File: src/tccs_pkg.sv
`timescale 1ns / 1ps
// ----------------------------------------------------------------------------
// Text console package
// Shared constants for the text console with cursor and scroll.
// ----------------------------------------------------------------------------
package tccs_pkg;

    localparam int DEF_TEXT_ROWS = 24;
    localparam int DEF_TEXT_COLS = 80;

    localparam int CHAR_W    = 8;
    localparam int ROW_FLD_W = 5;
    localparam int COL_FLD_W = 7;

    localparam logic [CHAR_W-1:0] CH_NEWLINE = 8'd10;
    localparam logic [CHAR_W-1:0] CH_RETURN  = 8'd13;

    localparam logic OP_PUT  = 1'b0;
    localparam logic OP_READ = 1'b1;

endpackage

File: src/tccs_cursor.sv
`timescale 1ns / 1ps
// ----------------------------------------------------------------------------
// Cursor and scroll control
// Keeps the cursor, the physical row at the top of the screen and a fill
// count per row, and maps logical rows to physical rows of the store.
// ----------------------------------------------------------------------------
module tccs_cursor
    import tccs_pkg::*;
#(
    parameter int TEXT_ROWS = DEF_TEXT_ROWS,
    parameter int TEXT_COLS = DEF_TEXT_COLS,
    parameter int RW        = $clog2(DEF_TEXT_ROWS),
    parameter int CW        = $clog2(DEF_TEXT_COLS)
)
(
    input  logic              clk,
    input  logic              rst_n,
    input  logic              put_en,
    input  logic [CHAR_W-1:0] char_code,
    input  logic [RW-1:0]     rd_row,
    input  logic [CW-1:0]     rd_col,
    output logic [RW-1:0]     rd_phys,
    output logic              rd_hit,
    output logic              wr_en,
    output logic [RW-1:0]     wr_phys,
    output logic [CW-1:0]     wr_col,
    output logic [RW-1:0]     row_next,
    output logic [CW-1:0]     col_next
);

    localparam int FW = $clog2(TEXT_COLS + 1);
    localparam logic [RW-1:0] LAST_ROW = RW'(TEXT_ROWS - 1);
    localparam logic [CW-1:0] LAST_COL = CW'(TEXT_COLS - 1);

    function automatic logic [RW-1:0] to_phys(input logic [RW-1:0] base,
                                              input logic [RW-1:0] lrow);
        logic [RW:0] sum;
        begin
            sum = {1'b0, base} + {1'b0, lrow};
            if (sum >= (RW+1)'(TEXT_ROWS))
            begin
                sum = sum - (RW+1)'(TEXT_ROWS);
            end
            return sum[RW-1:0];
        end
    endfunction

    logic [RW-1:0] row_reg;
    logic [CW-1:0] col_reg;
    logic [RW-1:0] base_reg;
    logic [FW-1:0] cur_fill_reg;
    logic [FW-1:0] fill_reg [TEXT_ROWS];

    logic [RW-1:0] base_next;
    logic [FW-1:0] cur_fill_next;
    logic [RW-1:0] cur_phys;
    logic [FW-1:0] fill_new;
    logic [FW-1:0] rd_fill;
    logic          is_nl;
    logic          is_cr;
    logic          is_print;
    logic          advance;
    logic          scroll;

    assign cur_phys = to_phys(base_reg, row_reg);
    assign rd_phys  = to_phys(base_reg, rd_row);

    assign is_nl    = put_en && (char_code == CH_NEWLINE);
    assign is_cr    = put_en && (char_code == CH_RETURN);
    assign is_print = put_en && !is_nl && !is_cr;
    assign advance  = is_nl || (is_print && (col_reg == LAST_COL));
    assign scroll   = advance && (row_reg == LAST_ROW);

    assign fill_new = (FW'(col_reg) + FW'(1) > cur_fill_reg) ?
                      FW'(col_reg) + FW'(1) : cur_fill_reg;

    assign rd_fill = (rd_row == row_reg) ? cur_fill_reg : fill_reg[rd_phys];
    assign rd_hit  = (FW'(rd_col) < rd_fill);

    assign wr_en   = is_print;
    assign wr_phys = cur_phys;
    assign wr_col  = col_reg;

    always_comb
    begin
        row_next      = row_reg;
        col_next      = col_reg;
        base_next     = base_reg;
        cur_fill_next = cur_fill_reg;
        if (advance)
        begin
            col_next      = '0;
            cur_fill_next = '0;
            if (scroll)
            begin
                base_next = (base_reg == LAST_ROW) ? '0 : base_reg + RW'(1);
            end
            else
            begin
                row_next = row_reg + RW'(1);
            end
        end
        else if (is_cr)
        begin
            col_next = '0;
        end
        else if (is_print)
        begin
            col_next      = col_reg + CW'(1);
            cur_fill_next = fill_new;
        end
    end

    always_ff @(posedge clk or negedge rst_n)
    begin
        if (!rst_n)
        begin
            row_reg      <= '0;
            col_reg      <= '0;
            base_reg     <= '0;
            cur_fill_reg <= '0;
            for (int i = 0; i < TEXT_ROWS; i++)
            begin
                fill_reg[i] <= '0;
            end
        end
        else
        begin
            row_reg      <= row_next;
            col_reg      <= col_next;
            base_reg     <= base_next;
            cur_fill_reg <= cur_fill_next;
            if (advance)
            begin
                fill_reg[cur_phys] <= is_print ? fill_new : cur_fill_reg;
            end
        end
    end

endmodule

File: config.mk
export PLATFORM = sky130hd
export DESIGN_NAME = tccs_cursor
export DESIGN_NICKNAME = d
export VERILOG_FILES = /design/src/tccs_pkg.sv /design/src/tccs_cursor.sv
export SDC_FILE = /design/constraint.sdc
export NUM_CORES = 1
export LEC_CHECK = 0
export ABC_AREA = 1
export BUFFER_PORTS_ARGS = -buffer_cell sky130_fd_sc_hd__buf_2
export CAP_MARGIN = 20
export CORE_AREA = 2 2 138 140
export DETAILED_ROUTE_END_ITERATION = 10
export DIE_AREA = 0 0 140 142
export HOLD_SLACK_MARGIN = 0.02
export PLACE_DENSITY = 0.72
export SLEW_MARGIN = 20
export SYNTH_ARGS = -nofsm -noshare
export SYNTH_HDL_FRONTEND = slang
export SYNTH_SLANG_ARGS = --single-unit
File: constraint.sdc
create_clock -name clk -period 3.4 [get_ports clk]
set_input_delay 0.17 -clock clk [delete_from_list [all_inputs] [get_ports clk]]
set_output_delay 0.17 -clock clk [all_outputs]
set_load 0.01 [all_outputs]
# ---- Yosys cells after proc, flatten, opt, wreduce, memory -nomap -nowiden
# Index checks and enable logic that the tools add are counted.
# Widths: inputs -> output; s select.
dict set report word_totals {
  register_bits 192
  out_inout_bits 31
  wordCells 81
  input_bits 23
}
dict set report classes {
  n_reduce_logical 11
  eq_ne 7
  bitwise_logic 2
  mux 19
  add_sub_neg 7
  order_cmp 7
}
# cell n
set ops {}
lappend ops {{$bwmux 168} 1}
lappend ops {{$mux 7} 11}
lappend ops {{$bmux 7 s5} 1}
lappend ops {{$demux 7 s5} 1}
lappend ops {{$mux 5} 5}
lappend ops {{$eq 8x4->1 const B} 2}
lappend ops {{$add 5x5->6} 2}
lappend ops {{$ge 6x5->1 const B} 2}
lappend ops {{$ge 6x6->1 const B} 2}
lappend ops {{$not 5->6} 2}
lappend ops {{$add 5x1->5 const B} 2}
lappend ops {{$eq 5x5->1 const B} 2}
lappend ops {{$sub 5x5->5 const B} 2}
lappend ops {{$add 7x1->7 const B} 1}
lappend ops {{$eq 7x7->1 const B} 1}
lappend ops {{$gt 7x7->1} 1}
lappend ops {{$logic_and 1x1->1} 7}
lappend ops {{$lt 7x7->1} 1}
lappend ops {{$lt 6x1->1 const B} 1}
lappend ops {{$eq 5x5->1} 1}
lappend ops {{$logic_not 1->1} 2}
lappend ops {{$ne 2x1->1 const B} 1}
lappend ops {{$reduce_and 2->1} 1}
lappend ops {{$logic_or 1x1->1} 1}

# ---- Longest topological paths before layout
dict set report logic_depth {
  word_depth 10
  mapped_depth 20
}

# ---- Least setup slack after synthesis
# No wires, ideal clock.
dict set report synth_path {
  kind {register -> output}
  start {register base_reg[0]}
  end {output rd_hit}
  setup_slack_ps 39
  path_stages_with_launch 17
  t_required_ps 3230
  path_buffers 3
  t_arrival_ps 3191
  cell_sequence {dfrtp_1 > ha_1 > fa_1 > clkbuf_1 > clkbuf_1 > clkbuf_1 > o21ai_0 > o22ai_1 > nand2_1 > nand3_1 > a21oi_1 > nor2_1 > a21oi_1 > ha_1 > a21oi_1 > o21ai_0 > a21oi_1}
}
dict set report synth_between {
  elab_chain_cells 9
  word_cells_on_any_way 10
  cone_classes {add/sub (2); order compare (2); mux (5); bitwise (1)}
}
# item line
set synth_rtl {}
lappend synth_rtl {{from (decl)} tccs_cursor.sv:50} ;# logic [RW-1:0] base_reg;
lappend synth_rtl {{from (signal assigned)} tccs_cursor.sv:131} ;# base_reg <= base_next;
lappend synth_rtl {{$add 5x5->6 (*)} tccs_cursor.sv:39} ;# sum = {1'b0, base} + {1'b0, lrow};
lappend synth_rtl {{$sub 5x5->5 or $ge 6x5->1 (tied branches)} {tccs_cursor.sv:42, tccs_cursor.sv:40}}
lappend synth_rtl {{$mux 5 (*)} tccs_cursor.sv:40} ;# if (sum >= (RW+1)'(TEXT_ROWS))
lappend synth_rtl {{named net rd_phys[1]} tccs_cursor.sv:22} ;# output logic [RW-1:0] rd_phys,
lappend synth_rtl {{$not 5->6 (implied by the code) (*)} tccs_cursor.sv:77} ;# assign rd_fill = (rd_row == row_reg) ? cur_fill_reg : fill_reg[rd_phys];
lappend synth_rtl {{$bmux 7 s5 (*)} tccs_cursor.sv:77}
lappend synth_rtl {{$mux 7 (implied by the code) (*) (2 in series)} tccs_cursor.sv:77}
lappend synth_rtl {{$mux 7 (*)} tccs_cursor.sv:77}
lappend synth_rtl {{$lt 7x7->1 (*)} tccs_cursor.sv:78} ;# assign rd_hit = (FW'(rd_col) < rd_fill);
lappend synth_rtl {{to (decl)} tccs_cursor.sv:23} ;# output logic rd_hit,
# The timed path passes the listed nets; every way through them passes the cells marked *. The select of a mux whose other input is x is not followed.

# ---- Worst setup path in the final report
dict set report layout_path {
  start {register base_reg[0]}
  end {output rd_hit}
}
dict set report layout_between {
  elab_chain_cells 9
  word_cells_on_any_way 10
  cone_classes {add/sub (2); order compare (2); mux (5); bitwise (1)}
}
# item line
set layout_rtl {}
lappend layout_rtl {{$add 5x5->6 (*)} tccs_cursor.sv:39}
lappend layout_rtl {{$sub 5x5->5 or $ge 6x5->1 (tied branches)} {tccs_cursor.sv:42, tccs_cursor.sv:40}}
lappend layout_rtl {{$mux 5 (*)} tccs_cursor.sv:40}
lappend layout_rtl {{$not 5->6 (implied by the code) (*)} tccs_cursor.sv:77}
lappend layout_rtl {{$bmux 7 s5 (*)} tccs_cursor.sv:77}
lappend layout_rtl {{$mux 7 (implied by the code) (*) (2 in series)} tccs_cursor.sv:77}
lappend layout_rtl {{$mux 7 (*)} tccs_cursor.sv:77}
lappend layout_rtl {{$lt 7x7->1 (*)} tccs_cursor.sv:78}
# Every way passes the cells marked *; elsewhere a longest branch is shown, timed or not. The select of a mux whose other input is x is not followed.

==> results.md <==
* # port buffers at 53
* Xor and xnor area share after synthesis at 0.0158
* Initial Utilization at 0.541
* Type of origin of the critical path: register
* Clk sink count at approximately 190
* Worst hold stages at 3
* Worst EP required at 3230 ps
* Slew headroom at 0.390
* DRT Pass-1 Iters at 11
* Fmax at about 260 MHz
* Multiplexer area fraction after synthesis at 0.00113
* R2r worst-path depth at 15
* Synthesized area at between 9000 and 10,000 um2
* Placed cells at 1,456
* Final Net Count at 1,298
* Flop and latch count out of synthesis at between 150 and 200
* Cts bufs inserted at 17
* Via density at ~5.7
* Vias at 8,514
* FP Rows at 50
* First-pass GRT wire length at around 42 mm
* Final hold violations at 0
* Multi-input logic area at between 4000 and 5000 um2
* Routability congestion estimate at approximately 0.92
* Gr usage total at 0.268
* Layout cells sized above 1 at 0.173
* CTS tree: done
* Worst Skew at a little over 9 ps
* Setup TNS at -396 ps
* Core area at about 18,000 um2
* Post-Syn Nets at 1,258
* Syn avg cell area at a little over 8 um2
* Die height at about 140 um
* Min-Delay Endpoint: wr_col[2]
* Hold wc startpoint: put_en
* Failing checks: design-rule violations, negative setup slack
* Full die area at a little under 20,000 um2
* Synth Area in Compound Gates at 0.171
* YS warnings at 0
* Power per cell area at 652 nW/um2
* Vias in the first global route at 7,872
* Adder-Cell Fraction of Synth Area at 0.0366
* Synthesized instance count at 1,207
* Register area share after synthesis at 0.481
* Leakage at ~5.2 nW
* Max Cap Violations at 0
* Largest net degree at the start of global routing at ~110
* CTS root buf: clkbuf_16
* Post-Synth Simple-Gate Area at 0.235
* Unrepaired setup endpoints after global routing: yes
* ANT cells at 0
* DRC at 1
* Fillers at about 1.6k
* Fin. max-slew vios at 0
* Layout Cells excl Fill at 1,494
* Final wirelength at 26.4 mm
* Max reg flops at between 150 and 200
* Clock buffer depth at 2
* Area growth from synthesis to layout at 13.2%
* Placed inst area at between 10,000 and 15,000 um2
* Ports at 54
* Critical Path Sink Type: output pin
* Seq. cell area at a little under 5000 um2
* Final worst-path cycle share at 1.12
* Total grt overflow at 0
* RR Startpoint: wr_col[0]
* Minimum clock period at roughly 3800 ps
* WL per Instance at around 18 um
* Crit path from: base_reg[0]
* Largest family of logic cells by synthesized area: simple AND/OR/NAND/NOR gates
* Worst-margin pin slew at 915 ps
* Setup CP Type: reg -> out
* R2R Setup Slk at 360 ps
* Peak VDD IR at approximately 1.0 mV
* Final Instance Area at approximately 11,000 um2
* WP data arrival at roughly 3600 ps
* Setup WS post-layout at -396 ps
* Worst skew pair latency at 450 ps
* H-tree Lvls at 4
* Initial antenna violation count at 0
* Synth unique cells at between 40 and 50
* # setup viols final at 1
* Post-DP HPWL at roughly 18 mm
* Status: finished, violations left
* Clock Pin Slew Worst Setup and Hold Paths at roughly 70 ps
* End of the worst register-to-register path: fill_reg[103]
* Routed Antenna Nets at 0
* Die X at roughly 140 um
* CP Max Fanout at 15
* Initial DRC count at 776
* Type of the most critical hold path: in -> reg
-- layout make-up --
class / instances / share of cell area
inverters: 53 / 0.0180
clock buffers: 17 / 0.0376
clock inverters: 15 / 0.0132
repair buffers: 94 / 0.0616
multi-input cells: 889 / 0.419
flip-flops and latches: 192 / 0.425
well taps: 234 / 0.0259
-- critical path: stages, from the launching register on --
cell and delay (ps):
dfrtp_1 410, ha_4 180, fa_2 700, buf_12 190, o21ai_0 90, o22ai_1 270
nand2_1 90, nand3_1 120, a21oi_2 70, nor2_1 130, a21oi_1 60, ha_1 320
a21oi_1 150, o21ai_1 90, a21oi_2 150, buf_2 160
-- cell families (layout without fill, tap and decap cells) --
family	count (synthesis)	count (layout)
flip-flops	192	192
buffers and inverters	126	179
multiplexers	1	1
AO/OA/AOI/OAI	315	315
AND/OR/NAND/NOR	527	527
adder cells (fa/ha/maj)	28	28
XOR/XNOR	18	18
-- layout by cell type (no fill, tap or decap), types with 13 or more instances in the layout --
| master | count |
|---|---|
| a21oi_1 | 25 |
| a21oi_2 | 13 |
| buf_2 | 52 |
| buf_4 | 28 |
| clkbuf_16 | 18 |
| dfrtp_1 | 192 |
| ha_1 | 23 |
| inv_1 | 47 |
| nand2_1 | 310 |
| nand2_2 | 13 |
| nand3_1 | 66 |
| nand3_2 | 17 |
| nor2_1 | 84 |
| o21ai_0 | 71 |
| o21ai_1 | 158 |
| o21ai_2 | 15 |
| o22ai_1 | 17 |
| xor2_1 | 13 |
-- per-stage QoR --
step                hold WS, ps  utilization  total power [W]  setup slack, ps
detailed placement          358        0.569          0.00529             95.9
CTS                        95.5        0.602          0.00726             -315
finish                      103        0.612          0.00737             -396
global route                136        0.612          0.00774             -503
global placement            366        0.569          0.00524              129
floorplan                  -126            -          0.00423             39.4
-- synthesized netlist by cell type, drive strengths merged --
| cell | instances | area share |
|---|---|---|
| fa | 2 | 0.0040 |
| mux2 | 1 | 0.0011 |
| xnor2 | 4 | 0.0035 |
| o2111ai | 1 | 0.00088 |
| o21a | 1 | 0.00075 |
| a21oi | 38 | 0.020 |
| o211ai | 2 | 0.0015 |
| a31oi | 1 | 0.00063 |
| nor2 | 95 | 0.044 |
| and3 | 1 | 0.00063 |
| nand4 | 6 | 0.0038 |
| nor4 | 2 | 0.0013 |
| dfrtp | 192 | 0.48 |
| nand2 | 325 | 0.13 |
| o21ai | 244 | 0.13 |
| nand3 | 86 | 0.053 |
| clkbuf | 42 | 0.016 |
| a221oi | 2 | 0.0018 |
| inv | 52 | 0.020 |
| ha | 26 | 0.033 |
| o221ai | 4 | 0.0035 |
| nor3 | 9 | 0.0045 |
| or2 | 3 | 0.0019 |
| buf | 31 | 0.023 |
| clkinv | 1 | 0.00038 |
| xor2 | 14 | 0.012 |
| o22ai | 21 | 0.013 |
| a2111oi | 1 | 0.00088 |
-- worst max-delay path by stage --
| stage | end | slack [ps] | cells after the start |
|---|---|---|---|
| finish | rd_hit | -400 | 15 |
| global route | rd_hit | -500 | 16 |
| CTS | rd_hit | -310 | 16 |
| detailed placement | rd_hit | 100 | 19 |
| global placement | rd_hit | 130 | 17 |
| floorplan | rd_hit | 40 | 16 |
-- routing by layer --
metal  up-vias  part of all wire  global-route usage
met5         -                 0                   0
met4         0             0.028              0.0968
met3        53             0.066              0.0485
met2       335              0.45               0.411
met1      4002              0.46               0.386
li1       4124                 -                   -
-- where the power goes --
part	internal, W	switching (W)
clock network	0.000974	0.00100
registers	0.00246	0.000144
logic	0.000887	0.00190
total	0.00432	0.00305
-- what timing repair did --
item,CTS,global route
setup endpoints to repair,1,2
setup buffers,0,4
pin swaps,0,25
endpoints found under the hold margin,109,0
resized for setup,3,43
hold buffers,1,0
gates cloned,0,1
No activity file was read; power rests on OpenSTA's default activity.
